<file path="config.mk">
export PLATFORM = sky130hd
export DESIGN_NAME = periodic_task_timer_table
export DESIGN_NICKNAME = d
export VERILOG_FILES = /design/src/ptt_pkg.sv /design/src/ptt_front.sv /design/src/ptt_back.sv /design/src/periodic_task_timer_table.sv
export SDC_FILE = /design/constraint.sdc
export NUM_CORES = 1
export LEC_CHECK = 0
export ABC_AREA = 1
export ABC_CLOCK_PERIOD_IN_PS = 9000
export BUFFER_PORTS_ARGS = -buffer_cell sky130_fd_sc_hd__buf_2
export CAP_MARGIN = 10
export CORE_ASPECT_RATIO = 0.5
export CORE_MARGIN = 3
export CORE_UTILIZATION = 60
export DETAILED_ROUTE_END_ITERATION = 12
export GPL_TIMING_DRIVEN = 1
export PLACE_DENSITY_LB_ADDON = 0.15
export SETUP_SLACK_MARGIN = 0.3
export SLEW_MARGIN = 25
export SYNTH_ARGS = -nofsm -noshare
export SYNTH_HDL_FRONTEND = slang
export SYNTH_SLANG_ARGS = --single-unit
export TNS_END_PERCENT = 20
</file>
<file path="constraint.sdc">
create_clock -name clk -period 9 [get_ports clk]
set_input_delay 1.8 -clock clk [delete_from_list [all_inputs] [get_ports clk]]
set_output_delay 1.8 -clock clk [all_outputs]
set_load 0.02 [all_outputs]
</file>
<file path="src/ptt_pkg.sv">
`timescale 1ns / 1ps

package ptt_pkg;

	// Operation codes carried in the func field of a request.
	localparam logic FUNC_ADD = 1'b0;
	localparam logic FUNC_RUN = 1'b1;

	// Result kinds.
	localparam logic KIND_ADD = 1'b0;
	localparam logic KIND_RUN = 1'b1;

	// A run pass reports at most this many fired slots.
	localparam int unsigned MAX_RESULTS = 8;

	typedef struct packed {
		logic        func;
		logic [31:0] now;
		logic [31:0] period;
		logic        one_shot;
		logic        start_enabled;
		logic        handler_present;
	} req_t;

	typedef struct packed {
		logic       kind;
		logic       accepted;
		logic [2:0] slot;
		logic       fired;
		logic       last;
	} rsp_t;

	// Request after classification in the front part.
	typedef struct packed {
		logic        func;
		logic [31:0] now;
		logic [31:0] period;
		logic        one_shot;
		logic        start_enabled;
		logic        add_ok;
	} work_t;

endpackage

</file>
<file path="src/ptt_front.sv">
`timescale 1ns / 1ps

module ptt_front import ptt_pkg::*; (
	input  logic  clk,
	input  logic  arst_n,
	input  logic  req_valid,
	output logic  req_ready,
	input  req_t  req,
	output logic  q_valid,
	input  logic  q_pop,
	output work_t q_item
);

	localparam int unsigned DEPTH = 2;

	work_t      mem_q [DEPTH];
	logic       wr_ptr_q;
	logic       rd_ptr_q;
	logic [1:0] cnt_q;
	logic       push;
	work_t      item_in;

	assign req_ready = (cnt_q != 2'(DEPTH));
	assign push      = req_valid && req_ready;
	assign q_valid   = (cnt_q != 2'd0);
	assign q_item    = mem_q[rd_ptr_q];

	// An add is known to fail here when it has no handler or a zero interval.
	always_comb begin
		item_in.func          = req.func;
		item_in.now           = req.now;
		item_in.period        = req.period;
		item_in.one_shot      = req.one_shot;
		item_in.start_enabled = req.start_enabled;
		item_in.add_ok        = req.handler_present && (req.period != 32'd0);
	end

	always_ff @(posedge clk) begin
		if (push) begin
			mem_q[wr_ptr_q] <= item_in;
		end
	end

	always_ff @(posedge clk or negedge arst_n) begin
		if (!arst_n) begin
			wr_ptr_q <= 1'b0;
			rd_ptr_q <= 1'b0;
			cnt_q    <= 2'd0;
		end else begin
			if (push) begin
				wr_ptr_q <= ~wr_ptr_q;
			end
			if (q_pop) begin
				rd_ptr_q <= ~rd_ptr_q;
			end
			cnt_q <= cnt_q + 2'(push) - 2'(q_pop);
		end
	end

endmodule

</file>
<file path="src/ptt_back.sv">
`timescale 1ns / 1ps

module ptt_back import ptt_pkg::*; #(
	parameter int unsigned SLOT_COUNT = 8
) (
	input  logic  clk,
	input  logic  arst_n,
	input  logic  q_valid,
	output logic  q_pop,
	input  work_t q_item,
	output logic  rsp_valid,
	input  logic  rsp_ready,
	output rsp_t  rsp
);

	localparam int unsigned IW = (SLOT_COUNT > 1) ? $clog2(SLOT_COUNT) : 1;
	localparam int unsigned CW = $clog2(SLOT_COUNT + 1);

	typedef enum logic [1:0] {
		ST_IDLE,
		ST_RUN
	} state_t;

	state_t        state_q;
	logic [CW-1:0] count_q;
	logic [CW-1:0] idx_q;
	logic [3:0]    n_q;
	logic          pend_q;
	logic [2:0]    pend_slot_q;
	logic [31:0]   now_q;
	logic          out_valid_q;
	rsp_t          out_q;

	logic [31:0]   per_q  [SLOT_COUNT];
	logic [31:0]   last_q [SLOT_COUNT];
	logic          en_q   [SLOT_COUNT];
	logic          os_q   [SLOT_COUNT];

	logic          out_free;
	logic          is_add;
	logic          add_acc;
	logic          add_go;
	logic          run_start;
	logic [IW-1:0] cur;
	logic [IW-1:0] wr_slot;
	logic [31:0]   elapsed;
	logic          at_end;
	logic          fire;
	logic          report;
	logic          need_emit;
	logic          step_go;
	logic          finish_go;

	assign out_free  = !out_valid_q || rsp_ready;
	assign is_add    = (q_item.func == FUNC_ADD);
	assign add_acc   = q_item.add_ok && (count_q < CW'(SLOT_COUNT));
	assign add_go    = (state_q == ST_IDLE) && q_valid && is_add && out_free;
	assign run_start = (state_q == ST_IDLE) && q_valid && !is_add;
	assign q_pop     = add_go || run_start;
	assign wr_slot   = count_q[IW-1:0];

	assign cur       = idx_q[IW-1:0];
	assign at_end    = (idx_q == count_q);
	assign elapsed   = now_q - last_q[cur];
	assign fire      = !at_end && en_q[cur] && (elapsed >= per_q[cur]);
	assign report    = (n_q < 4'(MAX_RESULTS));
	assign need_emit = fire && report && pend_q;
	assign step_go   = (state_q == ST_RUN) && !at_end && (!need_emit || out_free);
	assign finish_go = (state_q == ST_RUN) && at_end && out_free;

	assign rsp_valid = out_valid_q;
	assign rsp       = out_q;

	// Slot storage: payload only, no reset.
	always_ff @(posedge clk) begin
		if (add_go && add_acc) begin
			per_q[wr_slot]  <= q_item.period;
			last_q[wr_slot] <= q_item.now;
			en_q[wr_slot]   <= q_item.start_enabled;
			os_q[wr_slot]   <= q_item.one_shot;
		end
		if (step_go && fire) begin
			if (os_q[cur]) begin
				en_q[cur] <= 1'b0;
			end else begin
				last_q[cur] <= now_q;
			end
		end
	end

	always_ff @(posedge clk or negedge arst_n) begin
		if (!arst_n) begin
			state_q     <= ST_IDLE;
			count_q     <= '0;
			idx_q       <= '0;
			n_q         <= 4'd0;
			pend_q      <= 1'b0;
			pend_slot_q <= 3'd0;
			now_q       <= 32'd0;
			out_valid_q <= 1'b0;
			out_q       <= '0;
		end else begin
			if (rsp_ready) begin
				out_valid_q <= 1'b0;
			end
			case (state_q)
				ST_IDLE: begin
					if (add_go) begin
						out_valid_q    <= 1'b1;
						out_q.kind     <= KIND_ADD;
						out_q.accepted <= add_acc;
						out_q.slot     <= add_acc ? 3'(wr_slot) : 3'd0;
						out_q.fired    <= 1'b0;
						out_q.last     <= 1'b1;
						if (add_acc) begin
							count_q <= count_q + CW'(1);
						end
					end else if (run_start) begin
						now_q   <= q_item.now;
						idx_q   <= '0;
						n_q     <= 4'd0;
						pend_q  <= 1'b0;
						state_q <= ST_RUN;
					end
				end
				ST_RUN: begin
					if (step_go) begin
						idx_q <= idx_q + CW'(1);
						if (fire && report) begin
							n_q         <= n_q + 4'd1;
							pend_q      <= 1'b1;
							pend_slot_q <= 3'(cur);
							// The held report is now known not to be the final one.
							if (pend_q) begin
								out_valid_q    <= 1'b1;
								out_q.kind     <= KIND_RUN;
								out_q.accepted <= 1'b0;
								out_q.slot     <= pend_slot_q;
								out_q.fired    <= 1'b1;
								out_q.last     <= 1'b0;
							end
						end
					end else if (finish_go) begin
						out_valid_q    <= 1'b1;
						out_q.kind     <= KIND_RUN;
						out_q.accepted <= 1'b0;
						out_q.slot     <= pend_q ? pend_slot_q : 3'd0;
						out_q.fired    <= pend_q;
						out_q.last     <= 1'b1;
						pend_q         <= 1'b0;
						state_q        <= ST_IDLE;
					end
				end
				default: begin
					state_q <= ST_IDLE;
				end
			endcase
		end
	end

`ifndef NO_ASSERTIONS
	a_count_bound: assert property (@(posedge clk) disable iff (!arst_n)
		count_q <= CW'(SLOT_COUNT))
		else $error("task count exceeds slot count");

	a_walk_bound: assert property (@(posedge clk) disable iff (!arst_n)
		(state_q == ST_RUN) |-> (idx_q <= count_q))
		else $error("run walk index passed task count");

	a_add_count: assert property (@(posedge clk) disable iff (!arst_n)
		(add_go && add_acc) |=> (count_q == $past(count_q) + CW'(1)))
		else $error("stored task did not advance task count");

	a_no_pop_in_run: assert property (@(posedge clk) disable iff (!arst_n)
		(state_q == ST_RUN) |-> !q_pop)
		else $error("queue popped during run pass");
`endif

endmodule

</file>
<file path="src/periodic_task_timer_table.sv">
`timescale 1ns / 1ps

// Periodic task timer table.
// Requests arrive on the req channel (req_valid / req_ready, payload req) and
// results leave on the rsp channel (rsp_valid / rsp_ready, payload rsp). A
// transaction is completed at a rising edge where valid and ready are high.
// An add request yields one acknowledgement; a run request yields one report
// per fired slot up to MAX_RESULTS, the final one flagged by last, or a single
// empty report. A two-entry request queue sits in front of the slot sequencer,
// so requests are taken while the sequencer works and while a result waits at
// the output. An add result is registered in the output register once the
// sequencer takes the add from the queue. A run pass has a setup step, a walk
// over the occupied slots and a close step that emits the final report; the
// walk compares one slot per cycle while the output can take its reports.
// When the receiver stalls, the single output register holds its result; the
// walk pauses only when another report must be emitted, and the queue fills
// before req_ready drops.
// Reset clears the task count, the queue and the output register; slot
// contents are not cleared, since only counted slots are ever read.

module periodic_task_timer_table import ptt_pkg::*; #(
	parameter int unsigned SLOT_COUNT = 8
) (
	input  logic clk,
	input  logic arst_n,
	input  logic req_valid,
	output logic req_ready,
	input  req_t req,
	output logic rsp_valid,
	input  logic rsp_ready,
	output rsp_t rsp
);

	// Queue handshake between the front and the back part.
	logic  q_valid;
	logic  q_pop;
	work_t q_item;

	// The front part classifies add requests and buffers all requests.
	ptt_front u_front (
		.clk       (clk),
		.arst_n    (arst_n),
		.req_valid (req_valid),
		.req_ready (req_ready),
		.req       (req),
		.q_valid   (q_valid),
		.q_pop     (q_pop),
		.q_item    (q_item)
	);

	// The back part owns the slot table and walks it for run passes.
	ptt_back #(
		.SLOT_COUNT (SLOT_COUNT)
	) u_back (
		.clk       (clk),
		.arst_n    (arst_n),
		.q_valid   (q_valid),
		.q_pop     (q_pop),
		.q_item    (q_item),
		.rsp_valid (rsp_valid),
		.rsp_ready (rsp_ready),
		.rsp       (rsp)
	);

endmodule

</file>
==> results.toml, run 1 <==
[clock_network]
path_clk_slew_ps = 70
htreeDepth = 2
cts_tree = "yes"
cts_root_buffer = "clkbuf_16"
postCtsSetupRepairBufs = 0
cts_resized = 0
insertion_delay_ps = 620
cts_buffers = 58
postCtsHoldBufs = 0
clkSinkCount = 725
clockBufferDepth = 3

[power]
p_leak_nw = 11.7
peakVddDrop_mv = 0.189
power_density_nw_per_um2 = 409
p_total_w = 0.0137

[place]
io_buffer_count = 80
post-place-ws_ps = 1650
place_hpwl_mm = 45.9
place_congestion = 0.937

[setup_path]
worst-path-max-fanout = 117
arrival_ps = 7740
crit_type = "reg -> reg"
startpoint = "u_back.idx_q[0]"
r2r_end = "u_back.last_q[0][7]"
reg2regPathDepth = 29
cp-start-kind = "flop"
r2r_slack_ps = 1580
slowest_delay_ps = 670
worstSetupEndpoint = "u_back.last_q[0][7]"
cp_common_cell = "nand2_1"
cp-end-kind = "flop"
crit_path_top_delay_cell = "dfrtp_4"
rr_startpoint = "u_back.idx_q[0]"
crit_required_ps = 9320

[layout]
drive_above_1_share = 0.0962
layout_common_cells = "664 x edfxtp_1, 416 x o21ai_0, 335 x nand2_1"
fill_cells = 3477
final_nets = 2626
utilization = 0.677
syn2layout_area_growth_pct = 9.91
diodes = 0
final_common_cell = "edfxtp_1"

[drt]
postRouteWirelength_mm = 74.8
first_iter_violations = 2392
drc = 0
ant_nets = 0
via_per_inst = 6.10
vias = 19500
wl_per_cell_um = 23.3
dr.pass1.iters = 6

[yosys]
synth_cell_types = 48
syn_inst = 2437
ys_seq_area_frac = 0.707
ys.flop_type = "edfxtp_1"
synthArstFlopShare = 0.0841
synthesis.nets = 2579
synth-edff-count = 664
ys_ff_latch = 725
avgSynthCellArea_um2 = 12.5
yosysWarnings = 0
synth_area_um2 = 30400

[timing]
period_share = 0.825
layout_min_cycle_time_ps = 7420
fmax_ghz = 0.135
hold_viol = 0
setup_slack_ps = 1580
setup-violations-final = 0
rsz0062_at_grt = "no"
hold_ws_ps = 479
slew_headroom = 0.284
worst_slew_pin_slew_ps = 1060
finClkSkew_ps = 18.7
tns_ps = 0
drv_slew = 0

[worst_hold_path]
hold_class = "reg -> reg"

[global_routing]
grt_first_pass_wirelength_mm = 112
overflow = 0
grt_max_degree = 118
grt_use_total = 0.283
grt_pass1_vias = 18100
antenna_found_initial = 2

[die]
dieArea_um2 = 53500
die_h_um = 165
start_util = 0.616
die_w_um = 324
io_pins = 81
rows = 57
fp.coreArea_um2 = 49300

[run]
maxCapViolCount = 0

[outcome]
status = "finished clean"
-- logic make-up (layout without fill, tap and decap cells) --
logic type               count (synthesis)  count (layout)  synth area share
AO/OA/AOI/OAI                          651             651             0.123
XOR/XNOR                                40              40            0.0115
multiplexers                            33              33            0.0109
AND/OR/NAND/NOR                        727             727            0.0937
buffers and inverters                  191             281            0.0250
flip-flops                             725             725             0.707
adder cells (fa/ha/maj)                 70              70            0.0291
-- worst min-delay path by stage --
| stage | from | endpoint | slack (ps) | cells past startpoint |
|---|---|---|---|---|
| finish | u_back.rsp[5] | u_back.rsp[5] | 480 | 2 |
| CTS | u_back.rsp[5] | u_back.rsp[5] | 480 | 2 |
| detailed placement | u_back.rsp[5] | u_back.rsp[5] | 460 | 2 |
| global placement | u_back.rsp[1] | u_back.rsp[1] | 450 | 2 |
| floorplan | u_back.pend_slot_q[0] | u_back.pend_slot_q[0] | 450 | 2 |
| global route | u_back.rsp[5] | u_back.rsp[5] | 500 | 2 |
-- critical path, delay by kind of cell (launching register included) --
| family | cells | cell delay [ps] |
|---|---|---|
| fa+ha+maj | 2 | 780 |
| simple gates | 17 | 3080 |
| xor+xnor | 1 | 130 |
| compound gates | 6 | 990 |
| buf+inv | 3 | 1340 |
| flops | 1 | 670 |
-- cell usage after synthesis, types with 4 or more instances --
cell      instances  area share
nor4_1           11      0.0023
o221ai_1         64       0.018
inv_1            54      0.0067
xnor2_1          13      0.0038
o21a_1            8      0.0020
o21ai_1           7      0.0012
nor3_1            7      0.0012
xor2_1           27      0.0078
nand3_1          26      0.0043
clkbuf_1        103       0.013
nor2_1          335       0.041
o21ai_0         420       0.069
buf_2            14      0.0023
dfrtp_1          61       0.050
buf_1            10      0.0012
a31oi_1           4     0.00082
ha_1             69       0.028
a21oi_1          57      0.0094
o22ai_1          65       0.013
nand4_1           4     0.00082
mux2i_1          33       0.011
nand2_1         335       0.041
edfxtp_1        664        0.66
o21bai_1          8      0.0020
-- state kept, by name, indices dropped and copies added (netlist names) --
name	cells
u_back.last_q	256
u_back.per_q	256
u_front.mem_q	136
u_back.now_q	32
u_back.en_q	8
u_back.os_q	8
u_back.rsp	7
u_back.count_q	4
u_back.idx_q	4
u_back.n_q	4
u_back.pend_slot_q	3
u_front.cnt_q	2
u_back.pend_q	1
u_back.rsp_valid	1
u_back.state_q	1
u_front.rd_ptr_q	1
u_front.wr_ptr_q	1
-- layout make-up --
cell class / instances / area [um^2] / share of cell area
clock inverter: 39 / 343 / 0.0103
tap: 678 / 848 / 0.0254
multi-input combinational: 1521 / 8260 / 0.248
inverter: 60 / 236 / 0.00709
clock buffer: 64 / 1470 / 0.0442
sequential: 725 / 21500 / 0.644
timing repair buffer: 118 / 714 / 0.0214
-- per-layer routing --
metal  vias up  part of all wire  track usage
met1      9544              0.44        0.426
met4         4             0.016       0.0558
met2       889              0.43        0.412
met5         -           0.00035            0
li1       9022                 -            -
met3        89              0.11       0.0850
-- power by group --
part	total, W	internal [W]	switching [W]
clock	0.00250	0.00133	0.00117
combinational	0.00605	0.00174	0.00431
sequential	0.00511	0.00477	0.000337
-- through the flow --
| step | cells | area [um^2] |
|---|---|---|
| 2_1_floorplan | 2437 | 30400 |
| 3_3_place_gp | 3101 | 31500 |
| 3_5_place_dp | 3102 | 31500 |
| 4_1_cts | 3205 | 33400 |
| 5_1_grt | 3205 | 33400 |
| 6_report | 3205 | 33400 |
Power figures use the tool's default switching activity.
==> run 2, diff against run 1 <==
ABC_CLOCK_PERIOD_IN_PS = 7550   (was 9000)
clock period = 7.55 ns   (was 9 ns; I/O delays follow)
==> run 2 against run 1 <==
Compared with the run above: clock-buffer cell count up 13; die area unchanged; combinational power up 23%; via count up 1.2%; critical path depth down 2; maximum frequency up 9.5%; global-route usage up 0.076 points; clock power up 24%; cell count up 0.53%; worst setup slack worse by 810 ps; total power up 21%; clock skew up 24 ps; highest routed layer unchanged.
==> results.toml, run 2 (synthesis results as in run 1) <==
[setup_path]
worst-path-max-fanout = 63
crit_required_ps = 7790
crit_type = "reg -> reg"
arrival_ps = 7020
cp-end-kind = "flop"
cp-start-kind = "flop"

[layout]
fin_area_um2 = 33600
utilization = 0.682
fill_cells = 3454
drive_above_1_share = 0.0979
final_nets = 2636
final_common_cell = "edfxtp_1"
syn2layout_area_growth_pct = 10.7
largestRegisters = "u_back.last_q x256, u_back.per_q x256, u_front.mem_q x136"
stdcell_count = 3222
layout_common_cells = "664 x edfxtp_1, 415 x o21ai_0, 335 x nand2_1"
regArea_um2 = 21500
multi_input_area_um2 = 8270
diodes = 0

[die]
io_pins = 81
rows = 57
die_w_um = 324
start_util = 0.616
dieArea_um2 = 53500
die_h_um = 165
fp.coreArea_um2 = 49300

[timing]
setup-violations-final = 0
period_share = 0.898
rsz0062_at_grt = "yes"
finClkSkew_ps = 42.4
worst_slew_pin_slew_ps = 992
drv_slew = 0
hold_viol = 0
layout_min_cycle_time_ps = 6780
slew_headroom = 0.331
tns_ps = 0
fmax_ghz = 0.148

[drt]
drc = 0
vias = 19800
dr.pass1.iters = 6
first_iter_violations = 2238
via_per_inst = 6.14
ant_nets = 0
postRouteWirelength_mm = 75.4
wl_per_cell_um = 23.4

[clock_network]
postCtsSetupRepairBufs = 0
insertion_delay_ps = 640
cts_buffers = 59
clkSinkCount = 725
clockBufferDepth = 3
htreeDepth = 2
cts_root_buffer = "clkbuf_16"
path_clk_slew_ps = 70
cts_tree = "yes"

[global_routing]
grt_first_pass_wirelength_mm = 113
grt_pass1_vias = 18300
use_met2 = 0.410
antenna_found_initial = 4
grt_max_degree = 81
gr-max-usage-layer = "met1"
overflow = 0
met1_usage = 0.439
grt_use_total = 0.284
use_met3 = 0.0644

[power]
power_density_nw_per_um2 = 492
power_frac_comb = 0.450
power.switching_w = 0.00704
seqPwrFrac = 0.362
netSwitchingFraction = 0.426
internal_power_w = 0.00949
p_clk_frac = 0.187
peakVddDrop_mv = 0.233
p_leak_nw = 11.8
p_total_w = 0.0165

[place]
place_congestion = 0.922
post-place-cells = 3111
io_buffer_count = 80
place_hpwl_mm = 46.7
place_area_um2 = 31700

[outcome]
status = "finished clean"

[run]
maxCapViolCount = 0

[worst_hold_path]
hold_class = "reg -> reg"
run 2: cell count changes in the layout (fill, tap and decap cells not counted), moves of 2 or more:
| cell | change |
|---|---|
| clkbuf_1 | +10 |
| clkinv_1 | +2 |
| buf_6 | +4 |
| clkbuf_8 | +2 |
| buf_4 | +2 |
| buf_12 | +3 |
| inv_6 | -2 |
| clkinv_2 | -6 |
run 2: worst max-delay path: stages (launching register included):
cell and delay (ps):
dfrtp_4 510, inv_6 370, buf_4 440, o21ai_0 140
o221ai_1 160, o21ai_0 230, ha_1 460, nand2_1 150
nor4_1 510, nand3b_1 160, nand4_1 190, nand2_1 70
nand2_1 120, nand2_1 60, o2111ai_1 90, xor2_1 120
ha_1 310, nand2_1 60, nor2_1 110, nand2_1 80
nor2_1 100, nand2_1 90, a21oi_4 190, o311ai_4 260
o21ai_0 310, nand3_1 370, nor2_4 190, buf_4 460
run 2: power groups by stage:
| stage | sequential (W) | clock (W) | combinational [W] |
|---|---|---|---|
| 5_1_grt | 0.00603 | 0.00329 | 0.00828 |
| 2_1_floorplan | 0.00595 | 0 | 0.00492 |
| 4_1_cts | 0.00598 | 0.00312 | 0.00734 |
| 3_3_place_gp | 0.00605 | 0 | 0.00715 |
| 6_report | 0.00598 | 0.00310 | 0.00744 |
| 3_5_place_dp | 0.00606 | 0 | 0.00729 |
run 2: path summary, 6_finish.rpt:
check,startpoint,end,slack (ps),depth (start not counted)
setup / recovery,u_back.idx_q[0],u_back.last_q[1][4],770,27
hold / removal,u_back.rsp[5],u_back.rsp[5],480,2
setup reg to reg,u_back.idx_q[0],u_back.last_q[1][4],770,27
hold reg to reg,u_back.rsp[5],u_back.rsp[5],480,2
max in group asynchronous,arst_n,u_back.idx_q[0],5590,2
min in group asynchronous,arst_n,u_back.rsp[1],710,1
run 2: per-layer routing:
layer,up-vias,part of all wire
met5,-,0.00068
met4,8,0.022
met3,112,0.10
met2,894,0.43
met1,9726,0.45
li1,9044,-
run 2: area by class of cell:
| cell class | count | area share |
|---|---|---|
| flip-flops and latches | 725 | 0.640 |
| inverters | 60 | 0.00704 |
| clock buffers | 77 | 0.0466 |
| clock inverters | 34 | 0.0105 |
| repair buffers | 127 | 0.0248 |
| well taps | 678 | 0.0253 |
| multi-input cells | 1521 | 0.246 |
run 2: per-stage QoR:
stage / hold WS (ps) / setup WS [ps]
2_1_floorplan: 454 / 860
3_3_place_gp: 448 / 1010
3_5_place_dp: 459 / 767
4_1_cts: 485 / 748
5_1_grt: 507 / 294
6_report: 481 / 771
run 2: timing repair:
| action | CTS | global route |
|---|---|---|
| gates resized for setup | 0 | 5 |
| hold buffers | 0 | 0 |
| setup endpoints to repair | 0 | 160 |
| endpoints found under the hold margin | 0 | 0 |
